==> config.mk <==
export PLATFORM = sky130hd
export DESIGN_NAME = modular_exponentiation
export DESIGN_NICKNAME = d
export VERILOG_FILES = /design/src/mexp_pkg.sv /design/src/modular_exponentiation.sv /design/src/mexp_dp.sv /design/src/mexp_ctrl.sv
export SDC_FILE = /design/constraint.sdc
export NUM_CORES = 2
export LEC_CHECK = 0
export ABC_AREA = 1
export BUFFER_PORTS_ARGS = -buffer_cell sky130_fd_sc_hd__buf_2
export CORE_MARGIN = 5
export CORE_UTILIZATION = 50
export DETAILED_ROUTE_END_ITERATION = 8
export HOLD_SLACK_MARGIN = 0.15
export PLACE_DENSITY = 0.66
export RECOVER_POWER = 25
export SYNTH_ARGS = -nofsm -noshare
export SYNTH_HDL_FRONTEND = slang
export SYNTH_SLANG_ARGS = --single-unit
export TNS_END_PERCENT = 10
==> constraint.sdc <==
create_clock -name clk -period 9.6 [get_ports clk]
set_input_delay 0.96 -clock clk [delete_from_list [all_inputs] [get_ports clk]]
set_output_delay 0.96 -clock clk [all_outputs]
set_load 0.02 [all_outputs]
==> src/mexp_pkg.sv <==
// ----------------------------------------------------------------------------
// mexp_pkg
// Shared widths, constants and controller/datapath interface types for the
// modular exponentiation block.
// ----------------------------------------------------------------------------
package mexp_pkg;

  localparam int MOD_W        = 31;
  localparam int BASE_W       = 32;
  localparam int EXP_BITS_DEF = 32;
  localparam int PROD_W       = 64;
  localparam int RED_DIGITS   = 4;
  localparam int RED_STEPS    = PROD_W / RED_DIGITS;
  localparam int RED_CNT_W    = $clog2(RED_STEPS);

  localparam logic [MOD_W-1:0] MOD_RESET = 31'd998244353;

  // Multiplier operand select
  typedef enum logic {
    MUL_ACC,
    MUL_SQ
  } mul_sel_t;

  typedef struct packed {
    logic     load;      // take a new item, start reducing the base
    logic     mult;      // form a product and restart the reducer
    mul_sel_t sel;       // product operands
    logic     step;      // advance the reducer by one digit group
    logic     wr_acc;    // write the remainder into the accumulator
    logic     wr_sq;     // write the remainder into the running square
    logic     shift_e;   // drop the exponent's low bit
    logic     load_out;  // load the output register
    logic     out_zero;  // load zero instead of the accumulator
  } ctrl_cmd_t;

  typedef struct packed {
    logic mod_zero;
    logic rem_zero;
    logic exp_zero;
    logic exp_lsb;
    logic exp_last;   // no exponent bits above the low one
    logic red_last;   // reducer is on its final step
  } ctrl_sts_t;

endpackage

==> src/modular_exponentiation.sv <==
// ----------------------------------------------------------------------------
// modular_exponentiation
// Computes base^exponent mod modulus by right-to-left square-and-multiply.
// ----------------------------------------------------------------------------
// One item at a time: an accepted (base, exponent) pair yields one
// result_value, held in an output register so the next item can be taken
// while the result still waits for its transfer. All modular products go
// through one shared 31x31 multiplier followed by a restoring reducer that
// retires four product bits per cycle. An item first reduces the base
// modulo the modulus; then, for each exponent bit from the low end, a set
// bit multiplies the accumulator by the running square and every bit
// below the highest set bit squares the running square; the squaring
// after the highest set bit is skipped. An exponent of zero, a base that
// reduces to zero or a zero modulus skips the square-and-multiply steps.
// The modulus register resets to 998244353 and is written through
// cfg_write/cfg_data; the user must write it only while the block is idle,
// which is the user's duty, unenforced by the block itself. A zero modulus
// gives a zero result for every item.
// ----------------------------------------------------------------------------
module modular_exponentiation #(
  parameter int EXP_BITS = mexp_pkg::EXP_BITS_DEF
) (
  input  logic                        clk,
  input  logic                        rst,
  input  logic                        cfg_write,
  input  logic [mexp_pkg::MOD_W-1:0]  cfg_data,
  input  logic                        in_valid,
  output logic                        in_stall,
  input  logic [mexp_pkg::BASE_W-1:0] base,
  input  logic [EXP_BITS-1:0]         exponent,
  output logic                        out_valid,
  input  logic                        out_stall,
  output logic [mexp_pkg::MOD_W-1:0]  result_value
);
  import mexp_pkg::*;

  ctrl_cmd_t cmd;
  ctrl_sts_t sts;

  // Sequence the work and own both handshakes
  mexp_ctrl u_ctrl (
    .clk       (clk),
    .rst       (rst),
    .in_valid  (in_valid),
    .in_stall  (in_stall),
    .out_valid (out_valid),
    .out_stall (out_stall),
    .cmd       (cmd),
    .sts       (sts)
  );

  // Hold operands, multiply, reduce and hold the result
  mexp_dp #(
    .EXP_BITS (EXP_BITS)
  ) u_dp (
    .clk          (clk),
    .rst          (rst),
    .cfg_write    (cfg_write),
    .cfg_data     (cfg_data),
    .base         (base),
    .exponent     (exponent),
    .cmd          (cmd),
    .sts          (sts),
    .result_value (result_value)
  );

endmodule

==> src/mexp_dp.sv <==
// ----------------------------------------------------------------------------
// mexp_dp
// Datapath: modulus register, accumulator, running square, exponent shifter,
// one 31x31 multiplier and a restoring reducer that retires four bits a cycle.
// ----------------------------------------------------------------------------
module mexp_dp #(
  parameter int EXP_BITS = mexp_pkg::EXP_BITS_DEF
) (
  input  logic                        clk,
  input  logic                        rst,
  input  logic                        cfg_write,
  input  logic [mexp_pkg::MOD_W-1:0]  cfg_data,
  input  logic [mexp_pkg::BASE_W-1:0] base,
  input  logic [EXP_BITS-1:0]         exponent,
  input  mexp_pkg::ctrl_cmd_t         cmd,
  output mexp_pkg::ctrl_sts_t         sts,
  output logic [mexp_pkg::MOD_W-1:0]  result_value
);
  import mexp_pkg::*;

  logic [MOD_W-1:0]     modulus;
  logic [MOD_W-1:0]     acc;
  logic [MOD_W-1:0]     sq;
  logic [EXP_BITS-1:0]  e;
  logic [PROD_W-1:0]    prod;
  logic [MOD_W:0]       rem;
  logic [MOD_W:0]       rem_next;
  logic [RED_CNT_W-1:0] cnt;
  logic [MOD_W-1:0]     res;

  logic [MOD_W-1:0]     mul_a;
  logic [2*MOD_W-1:0]   mul_p;
  logic [MOD_W:0]       red_t;

  assign mul_a = (cmd.sel == MUL_ACC) ? acc : sq;
  assign mul_p = mul_a * sq;

  // Shift in the next product bits MSB first; subtract the modulus when it fits
  always_comb begin
    rem_next = rem;
    red_t    = '0;
    for (int i = 0; i < RED_DIGITS; i++) begin
      red_t = {rem_next[MOD_W-1:0], prod[PROD_W-1-i]};
      if (red_t >= {1'b0, modulus}) begin
        rem_next = red_t - {1'b0, modulus};
      end else begin
        rem_next = red_t;
      end
    end
  end

  always_ff @(posedge clk) begin
    if (rst) begin
      modulus <= MOD_RESET;
    end else if (cfg_write) begin
      modulus <= cfg_data;
    end
  end

  always_ff @(posedge clk) begin
    priority if (cmd.load) begin
      prod <= {{(PROD_W-BASE_W){1'b0}}, base};
      e    <= exponent;
      acc  <= MOD_W'(1);
      rem  <= '0;
      cnt  <= '0;
    end else if (cmd.mult) begin
      prod <= {{(PROD_W-2*MOD_W){1'b0}}, mul_p};
      rem  <= '0;
      cnt  <= '0;
    end else if (cmd.step) begin
      prod <= prod << RED_DIGITS;
      rem  <= rem_next;
      cnt  <= cnt + 1'b1;
    end
    if (cmd.wr_acc) begin
      acc <= rem[MOD_W-1:0];
    end
    if (cmd.wr_sq) begin
      sq <= rem[MOD_W-1:0];
    end
    if (cmd.shift_e) begin
      e <= e >> 1;
    end
    if (cmd.load_out) begin
      res <= cmd.out_zero ? '0 : acc;
    end
  end

  assign sts.mod_zero = (modulus == '0);
  assign sts.rem_zero = (rem == '0);
  assign sts.exp_zero = (e == '0);
  assign sts.exp_lsb  = e[0];
  assign sts.exp_last = ((e >> 1) == '0);
  assign sts.red_last = (cnt == RED_CNT_W'(RED_STEPS - 1));

  assign result_value = res;

endmodule

==> src/mexp_ctrl.sv <==
// ----------------------------------------------------------------------------
// mexp_ctrl
// Controller: sequences base reduction, square-and-multiply steps and the
// output register transfer.
// ----------------------------------------------------------------------------
module mexp_ctrl (
  input  logic                clk,
  input  logic                rst,
  input  logic                in_valid,
  output logic                in_stall,
  output logic                out_valid,
  input  logic                out_stall,
  output mexp_pkg::ctrl_cmd_t cmd,
  input  mexp_pkg::ctrl_sts_t sts
);
  import mexp_pkg::*;

  typedef enum logic [2:0] {
    S_IDLE,
    S_RED_BASE,
    S_CHK_BASE,
    S_BIT,
    S_RED,
    S_WB,
    S_FINISH
  } state_t;

  state_t   state;
  state_t   state_next;
  mul_sel_t op;
  mul_sel_t op_next;
  logic     zero_res;
  logic     zero_res_next;
  logic     out_take;

  assign in_stall = (state != S_IDLE);
  assign out_take = !out_valid || !out_stall;

  always_comb begin
    cmd           = '0;
    cmd.sel       = MUL_ACC;
    state_next    = state;
    op_next       = op;
    zero_res_next = zero_res;
    unique case (state)
      S_IDLE: begin
        if (in_valid) begin
          cmd.load   = 1'b1;
          state_next = S_RED_BASE;
        end
      end
      S_RED_BASE: begin
        cmd.step = 1'b1;
        if (sts.red_last) begin
          state_next = S_CHK_BASE;
        end
      end
      S_CHK_BASE: begin
        if (sts.mod_zero || sts.rem_zero) begin
          zero_res_next = 1'b1;
          state_next    = S_FINISH;
        end else begin
          cmd.wr_sq     = 1'b1;
          zero_res_next = 1'b0;
          state_next    = S_BIT;
        end
      end
      S_BIT: begin
        if (sts.exp_zero) begin
          state_next = S_FINISH;
        end else begin
          cmd.mult   = 1'b1;
          cmd.sel    = sts.exp_lsb ? MUL_ACC : MUL_SQ;
          op_next    = cmd.sel;
          state_next = S_RED;
        end
      end
      S_RED: begin
        cmd.step = 1'b1;
        if (sts.red_last) begin
          state_next = S_WB;
        end
      end
      S_WB: begin
        unique case (op)
          MUL_ACC: begin
            cmd.wr_acc = 1'b1;
            if (sts.exp_last) begin
              cmd.shift_e = 1'b1;
              state_next  = S_BIT;
            end else begin
              cmd.mult   = 1'b1;
              cmd.sel    = MUL_SQ;
              op_next    = MUL_SQ;
              state_next = S_RED;
            end
          end
          MUL_SQ: begin
            cmd.wr_sq   = 1'b1;
            cmd.shift_e = 1'b1;
            state_next  = S_BIT;
          end
          default: begin
            state_next = S_BIT;
          end
        endcase
      end
      S_FINISH: begin
        if (out_take) begin
          cmd.load_out = 1'b1;
          cmd.out_zero = zero_res;
          state_next   = S_IDLE;
        end
      end
      default: begin
        state_next = S_IDLE;
      end
    endcase
  end

  always_ff @(posedge clk) begin
    if (rst) begin
      state     <= S_IDLE;
      op        <= MUL_ACC;
      zero_res  <= 1'b0;
      out_valid <= 1'b0;
    end else begin
      state    <= state_next;
      op       <= op_next;
      zero_res <= zero_res_next;
      if (cmd.load_out) begin
        out_valid <= 1'b1;
      end else if (out_valid && !out_stall) begin
        out_valid <= 1'b0;
      end
    end
  end

endmodule
# After elaboration in Yosys (flattened, before gate mapping)
# Cells that the tools add are included.
# Widths: inputs -> output; s select.
dict set report totals {
  reg_bits 262
  out_inout_bits 33
}
dict set report classes {
  addsub 5
  n_mul 1
  n_lt_le_gt_ge 4
  n_eq_ne 12
  muxes 46
  bitwise_logic 1
  n_reduce_logical 21
}
# op count
set op_table {}
lappend op_table {{$mux 31} 8}
lappend op_table {{$ge 32x31->1} 4}
lappend op_table {{$mux 62} 2}
lappend op_table {{$logic_not 32->1} 3}
lappend op_table {{$sub 31x31->31} 3}
lappend op_table {{$mux 32} 2}
lappend op_table {{$mul 31x31->62} 1}
lappend op_table {{$sub 32x31->32} 1}
lappend op_table {{$logic_not 31->1} 1}
lappend op_table {{$pmux 3 s7} 1}
lappend op_table {{$mux 3} 6}
lappend op_table {{$mux 1} 16}
lappend op_table {{$mux 2} 6}
lappend op_table {{$reduce_bool 2->1} 5}
lappend op_table {{$eq 3x3->1 const B} 3}
lappend op_table {{$ne 2x2->1 const B} 4}
lappend op_table {{$eq 3x2->1 const B} 2}
lappend op_table {{$pmux 1 s2} 3}
lappend op_table {{$pmux 3 s2} 1}
lappend op_table {{$reduce_bool 3->1} 2}
lappend op_table {{$add 4x1->4 const B} 1}
lappend op_table {{$eq 4x4->1 const B} 1}
lappend op_table {{$pmux 2 s2} 1}
lappend op_table {{$reduce_and 4->1} 1}
lappend op_table {{9 further kinds} 12}

# Logic depth before layout (Yosys ltp)
dict set report depth {
  word_depth 8
  ltp_mapped 73
  mapped_depth_nobuf 68
}

# By module
# A second synthesis with hierarchy kept.
dict set report hier_totals {
  hier_cells 6654
  hier_area_um2 50608.5
}
# mod instances cells_per_inst area_per_inst_um2
set modules_own_cells {}
lappend modules_own_cells {mexp_dp 1 6577 50166.9}
lappend modules_own_cells {mexp_ctrl 1 77 441.7}

# Worst setup path after synthesis
# No wires, ideal clock.
dict set report synth_path {
  path_type {reg-to-reg}
  startpoint {reg u_ctrl.state[2]}
  endpoint {reg u_dp.prod[44]}
  arrival_ns 8.007
  required_ns 9.542
  path_slack_ns 1.535
  stages_incl_launch_ff 43
  synth_period_minus_slack_ns 8.065
  path_cell_list {dfxtp_1 -> inv_2 -> nor3_2 -> inv_2 -> nor2_2 -> inv_2 -> nor2_1 -> inv_1 -> nand2_2 -> buf_2 -> nor2_1 -> inv_1 -> o21ai_2 -> clkinv_1 -> buf_2 -> nand2_1 -> fa_1 -> inv_1 -> [7 not listed] -> fa_1 -> inv_1 -> fa_1 -> inv_1 -> ha_1 -> nand2_1 -> nor2_1 -> nand2_1 -> o311ai_0 -> nand2_1 -> nand2_1 -> nand2_1 -> nand2_1 -> nand2_1 -> a21o_1 -> nand3_1 -> nand2_1 -> nand2_1}
}
dict set report synth_via {
  elab_chain_len 5
}
# item line
set synth_lines {}
lappend synth_lines {{from (decl)} mexp_ctrl.sv:28} ;# state_t state;
lappend synth_lines {{from (signal assigned)} mexp_ctrl.sv:128} ;# state <= state_next;
lappend synth_lines {{$eq 3x3->1 / $eq 3x2->1 (equally long branches)} mexp_ctrl.sv:45} ;# unique case (state)
lappend synth_lines {{$pmux 2 s2} mexp_ctrl.sv:45}
lappend synth_lines {{$mux 31} mexp_dp.sv:35} ;# assign mul_a = (cmd.sel == MUL_ACC) ? acc : sq;
lappend synth_lines {{$mul 31x31->62} mexp_dp.sv:36} ;# assign mul_p = mul_a * sq;
lappend synth_lines {{$mux 62} mexp_dp.sv:67} ;# end else if (cmd.mult) begin
lappend synth_lines {{to (signal assigned)} mexp_dp.sv:62} ;# prod <= {{(PROD_W-BASE_W){1'b0}}, base};
lappend synth_lines {{to (signal assigned)} mexp_dp.sv:68} ;# prod <= {{(PROD_W-2*MOD_W){1'b0}}, mul_p};
lappend synth_lines {{to (signal assigned)} mexp_dp.sv:72} ;# prod <= prod << RED_DIGITS;
lappend synth_lines {{to (decl)} mexp_dp.sv:25} ;# logic [PROD_W-1:0] prod;
# Several ways; a longest one is shown, not always the timed one.
# A chain may end at the register's enable or synchronous reset.

# Final worst setup path
dict set report layout_path {
  startpoint {reg u_dp.e[11]}
  endpoint {reg u_dp.prod[60]}
}
dict set report layout_via {
  elab_chain_len 7
}
# item line
set layout_lines {}
lappend layout_lines {{from (decl)} mexp_dp.sv:24} ;# logic [EXP_BITS-1:0] e;
lappend layout_lines {{from (signal assigned)} mexp_dp.sv:63} ;# e <= exponent;
lappend layout_lines {{from (signal assigned)} mexp_dp.sv:83} ;# e <= e >> 1;
lappend layout_lines {{$logic_not 32->1} mexp_dp.sv:94} ;# assign sts.exp_last = ((e >> 1) == '0);
lappend layout_lines {{$mux 2} mexp_ctrl.sv:88} ;# if (sts.exp_last) begin
lappend layout_lines {{$mux 2} mexp_ctrl.sv:85} ;# unique case (op)
lappend layout_lines {{$pmux 2 s2 (*)} mexp_ctrl.sv:45}
lappend layout_lines {{$mux 31} mexp_dp.sv:35}
lappend layout_lines {{$mul 31x31->62} mexp_dp.sv:36}
lappend layout_lines {{$mux 62} mexp_dp.sv:67}
# Every way passes the cells marked *; elsewhere a longest branch is shown, timed or not.

==> flow_summary.json <==
{
  "status": "finished, violations left",
  "failed_checks": "max-capacitance violations, max-slew violations",
  "drt_iter0_markers": 3585,
  "startpoint_type": "flip-flop",
  "drv_slew": 64,
  "slowest_delay_ns": 0.57,
  "finalCriticalPeriod_ns": 9.28,
  "cts_root_buf": "clkbuf_16",
  "path_common_cell": "nand2_1",
  "ys.flop_type": "edfxtp_1",
  "post_drt_wl_per_cell_um": 21.3,
  "path_max_fanout": 14,
  "numCtsBuffers": 28,
  "synth_top_area_share_pct": 32.7,
  "grt_max_degree": 51,
  "r2r-end": "u_dp.prod[60]",
  "clk_pin_slew_ns": 0.07,
  "synth.avg_cell_area_um2": 7.52,
  "core-area_um2": 102000,
  "vias_per_cell": 5.39,
  "areaGrowthSynthToFinish_pct": 16.1,
  "clkLatencyLatePin_ns": 0.63,
  "crit_arrival_ns": 9.75,
  "regToRegStartpoint": "u_dp.e[11]",
  "dieArea_um2": 110000,
  "final_nets": 8801,
  "syn_area_um2": 51500,
  "nFillCells": 9817,
  "cts_num_sinks": 262,
  "drv_cap": 3,
  "worst_pin_slew_ns": 2.07,
  "clk_path_buf_depth": 3,
  "cts_tree": "done",
  "crit_path_end_kind": "flip-flop",
  "ys_top_cells_by_count": "1,858 x nand2_1, 1,491 x inv_1, 841 x fa_1, 543 x nor2_1, 380 x ha_1",
  "ys_seq_area_share_pct": 13.2,
  "overflow": 0,
  "placed_area_um2": 58300,
  "wirelength_um": 189000,
  "crit_slowest_cell": "fa_1",
  "critPathKind": "reg -> reg",
  "synth-edff-count": 156,
  "htree_levels": 1,
  "async_flop_share_pct": 0,
  "grt_pass1_wl_um": 287000,
  "dp_hpwl_um": 161000,
  "min_to": "u_dp.prod[52]",
  "rsz0062_at_grt": "yes",
  "syn_inst": 6844,
  "antenna_cells": 0,
  "rows": 117,
  "grt_pass1_vias": 49609,
  "grtUsageTotal_pct": 34.4,
  "dr.pass1.iters": 6,
  "setup_viol": 0,
  "drc": 0,
  "antenna_found_initial": 4,
  "ff2ff_path_depth": 40,
  "ys_warn_count": 0,
  "gp_congestion": 1.01,
  "holdWs_ns": 0.456,
  "numPortBuffers": 132,
  "critPathRequiredTime_ns": 10.07,
  "yosysTopAreaCell": "fa_1",
  "hold_path.class": "reg -> reg",
  "drive_gt1_share_pct": 13.6,
  "yosysMostFrequentCell": "nand2_1",
  "start_util_pct": 50.5,
  "worstHoldStart": "u_dp.prod[52]",
  "crit_buf_inv": 10,
  "final_util_pct": 58.6,
  "drt.antenna.violating_nets": 0,
  "slew_headroom_pct": -38.2,
  "synthTopCellsByArea": "fa_1 33%, nand2_1 14%, inv_1 11%, ha_1 9.2%, edfxtp_1 9.1%",
  "syn-num-nets": 8165,
  "final_hold_viol_count": 0,
  "hold_depth": 2,
  "chipWidth_um": 331,
  "die_h_um": 331,
  "crit_family": "adder cells",
  "skew_ns": 0.0593,
  "synth-seq-cells": 262,
  "fmax_mhz": 108,
  "final_area_um2": 59800,
  "num_io_pins": 133,
  "yosys.cell_types.count": 60,
  "timing.final.crit_share_pct": 96.6,
  "via_count": 47846,
  "rrSetupSlack_ns": 0.32
}
[through the flow]
step / std cells / worst slack, ns / setup TNS, ns
after floorplan: 6844 / 1.54 / 0
after global placement: 8803 / -0.356 / -0.836
after detailed placement: 8803 / -0.234 / -0.294
after CTS: 8855 / 0.0328 / 0
after global routing: 8870 / -0.0486 / -0.472
final: 8870 / 0.324 / 0
[layer usage]
| layer | wire length (um) | GRT usage (%) | up-vias |
|---|---|---|---|
| met1 | 68600 | 40.4 | 23303 |
| li1 | - | - | 21957 |
| met3 | 13800 | 4.81 | 541 |
| met4 | 15100 | 21.3 | 4 |
| met5 | 26 | 0 | - |
| met2 | 91500 | 59.8 | 2041 |
[how the worst max path moves through the flow]
stage | startpoint | to | slack [ns] | depth (start not counted)
floorplan | u_ctrl.state[2] | u_dp.prod[44] | 1.54 | 42
detailed placement | u_dp.e[11] | u_dp.prod[31] | -0.23 | 38
global route | u_ctrl.state[2] | u_dp.prod[60] | -0.05 | 43
finish | u_dp.e[11] | u_dp.prod[60] | 0.32 | 40
global placement | u_dp.e[11] | u_dp.prod[31] | -0.36 | 38
CTS | u_dp.e[11] | u_dp.prod[39] | 0.03 | 39
[final cells by class]
class | count | area [um2] | share of cell area [%]
Timing Repair Buffer | 844 | 6220 | 10.4
Sequential cell | 262 | 6810 | 11.4
Inverter | 1534 | 5810 | 9.72
Multi-Input combinational cell | 4810 | 38200 | 63.9
Clock inverter | 20 | 283 | 0.473
Tap cell | 1368 | 1710 | 2.86
Clock buffer | 32 | 726 | 1.21
[what timing repair did]
action,in CTS,in global routing
hold endpoints to repair,0,0
pin swaps,0,16
hold buffers,0,0
buffers inserted,0,11
cloned,0,4
gates resized for setup,4,111
setup endpoints to repair,5,72
[kinds of logic after synthesis]
kind of cell,after synthesis,share of synthesized area (%)
adder cells (fa/ha/maj),1221,41.9
AND/OR/NAND/NOR,2813,22.0
XOR/XNOR,126,2.14
AO/OA/AOI/OAI,649,7.43
buffers and inverters,1773,13.3
flip-flops,262,13.2
[worst reg2reg max path: cells and delay by family (launching register included)]
| kind | cells | cell delay, ns |
|---|---|---|
| adder cells (fa/ha/maj) | 9 | 4.02 |
| buffers and inverters | 10 | 1.50 |
| AO/OA/AOI/OAI | 6 | 1.17 |
| flip-flops | 1 | 0.40 |
| AND/OR/NAND/NOR | 15 | 2.02 |
[layout by cell type, fill, tap and decap left out, types with 9 or more instances in the layout]
cell / n
a21o_1: 23
a21oi_1: 226
a21oi_2: 20
a22oi_1: 24
a31oi_1: 25
buf_12: 21
buf_2: 131
buf_4: 650
clkbuf_1: 37
clkbuf_16: 31
clkinv_1: 21
dfxtp_1: 105
edfxtp_1: 156
fa_1: 841
ha_1: 378
inv_1: 1489
inv_2: 15
nand2_1: 1839
nand2_2: 27
nand3_1: 227
nand3_2: 11
nand4_1: 70
nor2_1: 532
nor2_2: 11
nor3_1: 31
nor4_1: 23
o211ai_1: 15
o21a_1: 15
o21ai_0: 191
o21ai_1: 17
o21ai_2: 20
o21ai_4: 9
o21bai_1: 17
xnor2_1: 77
xor2_1: 49
[sequential cells by signal, indices dropped and copies added, names as in the netlist]
signal	flops
u_ctrl.zero_res	1
u_dp.acc	31
u_ctrl.state	3
u_dp.sq	31
u_ctrl.op	1
u_dp.cnt	4
u_dp.modulus	31
u_dp.rem	32
u_dp.e	32
u_dp.prod	64
u_ctrl.out_valid	1
u_dp.result_value	31
Power is left out: the tool's default activity adds up to more than one toggle a clock period on the data nets, which glitch-free logic cannot reach.
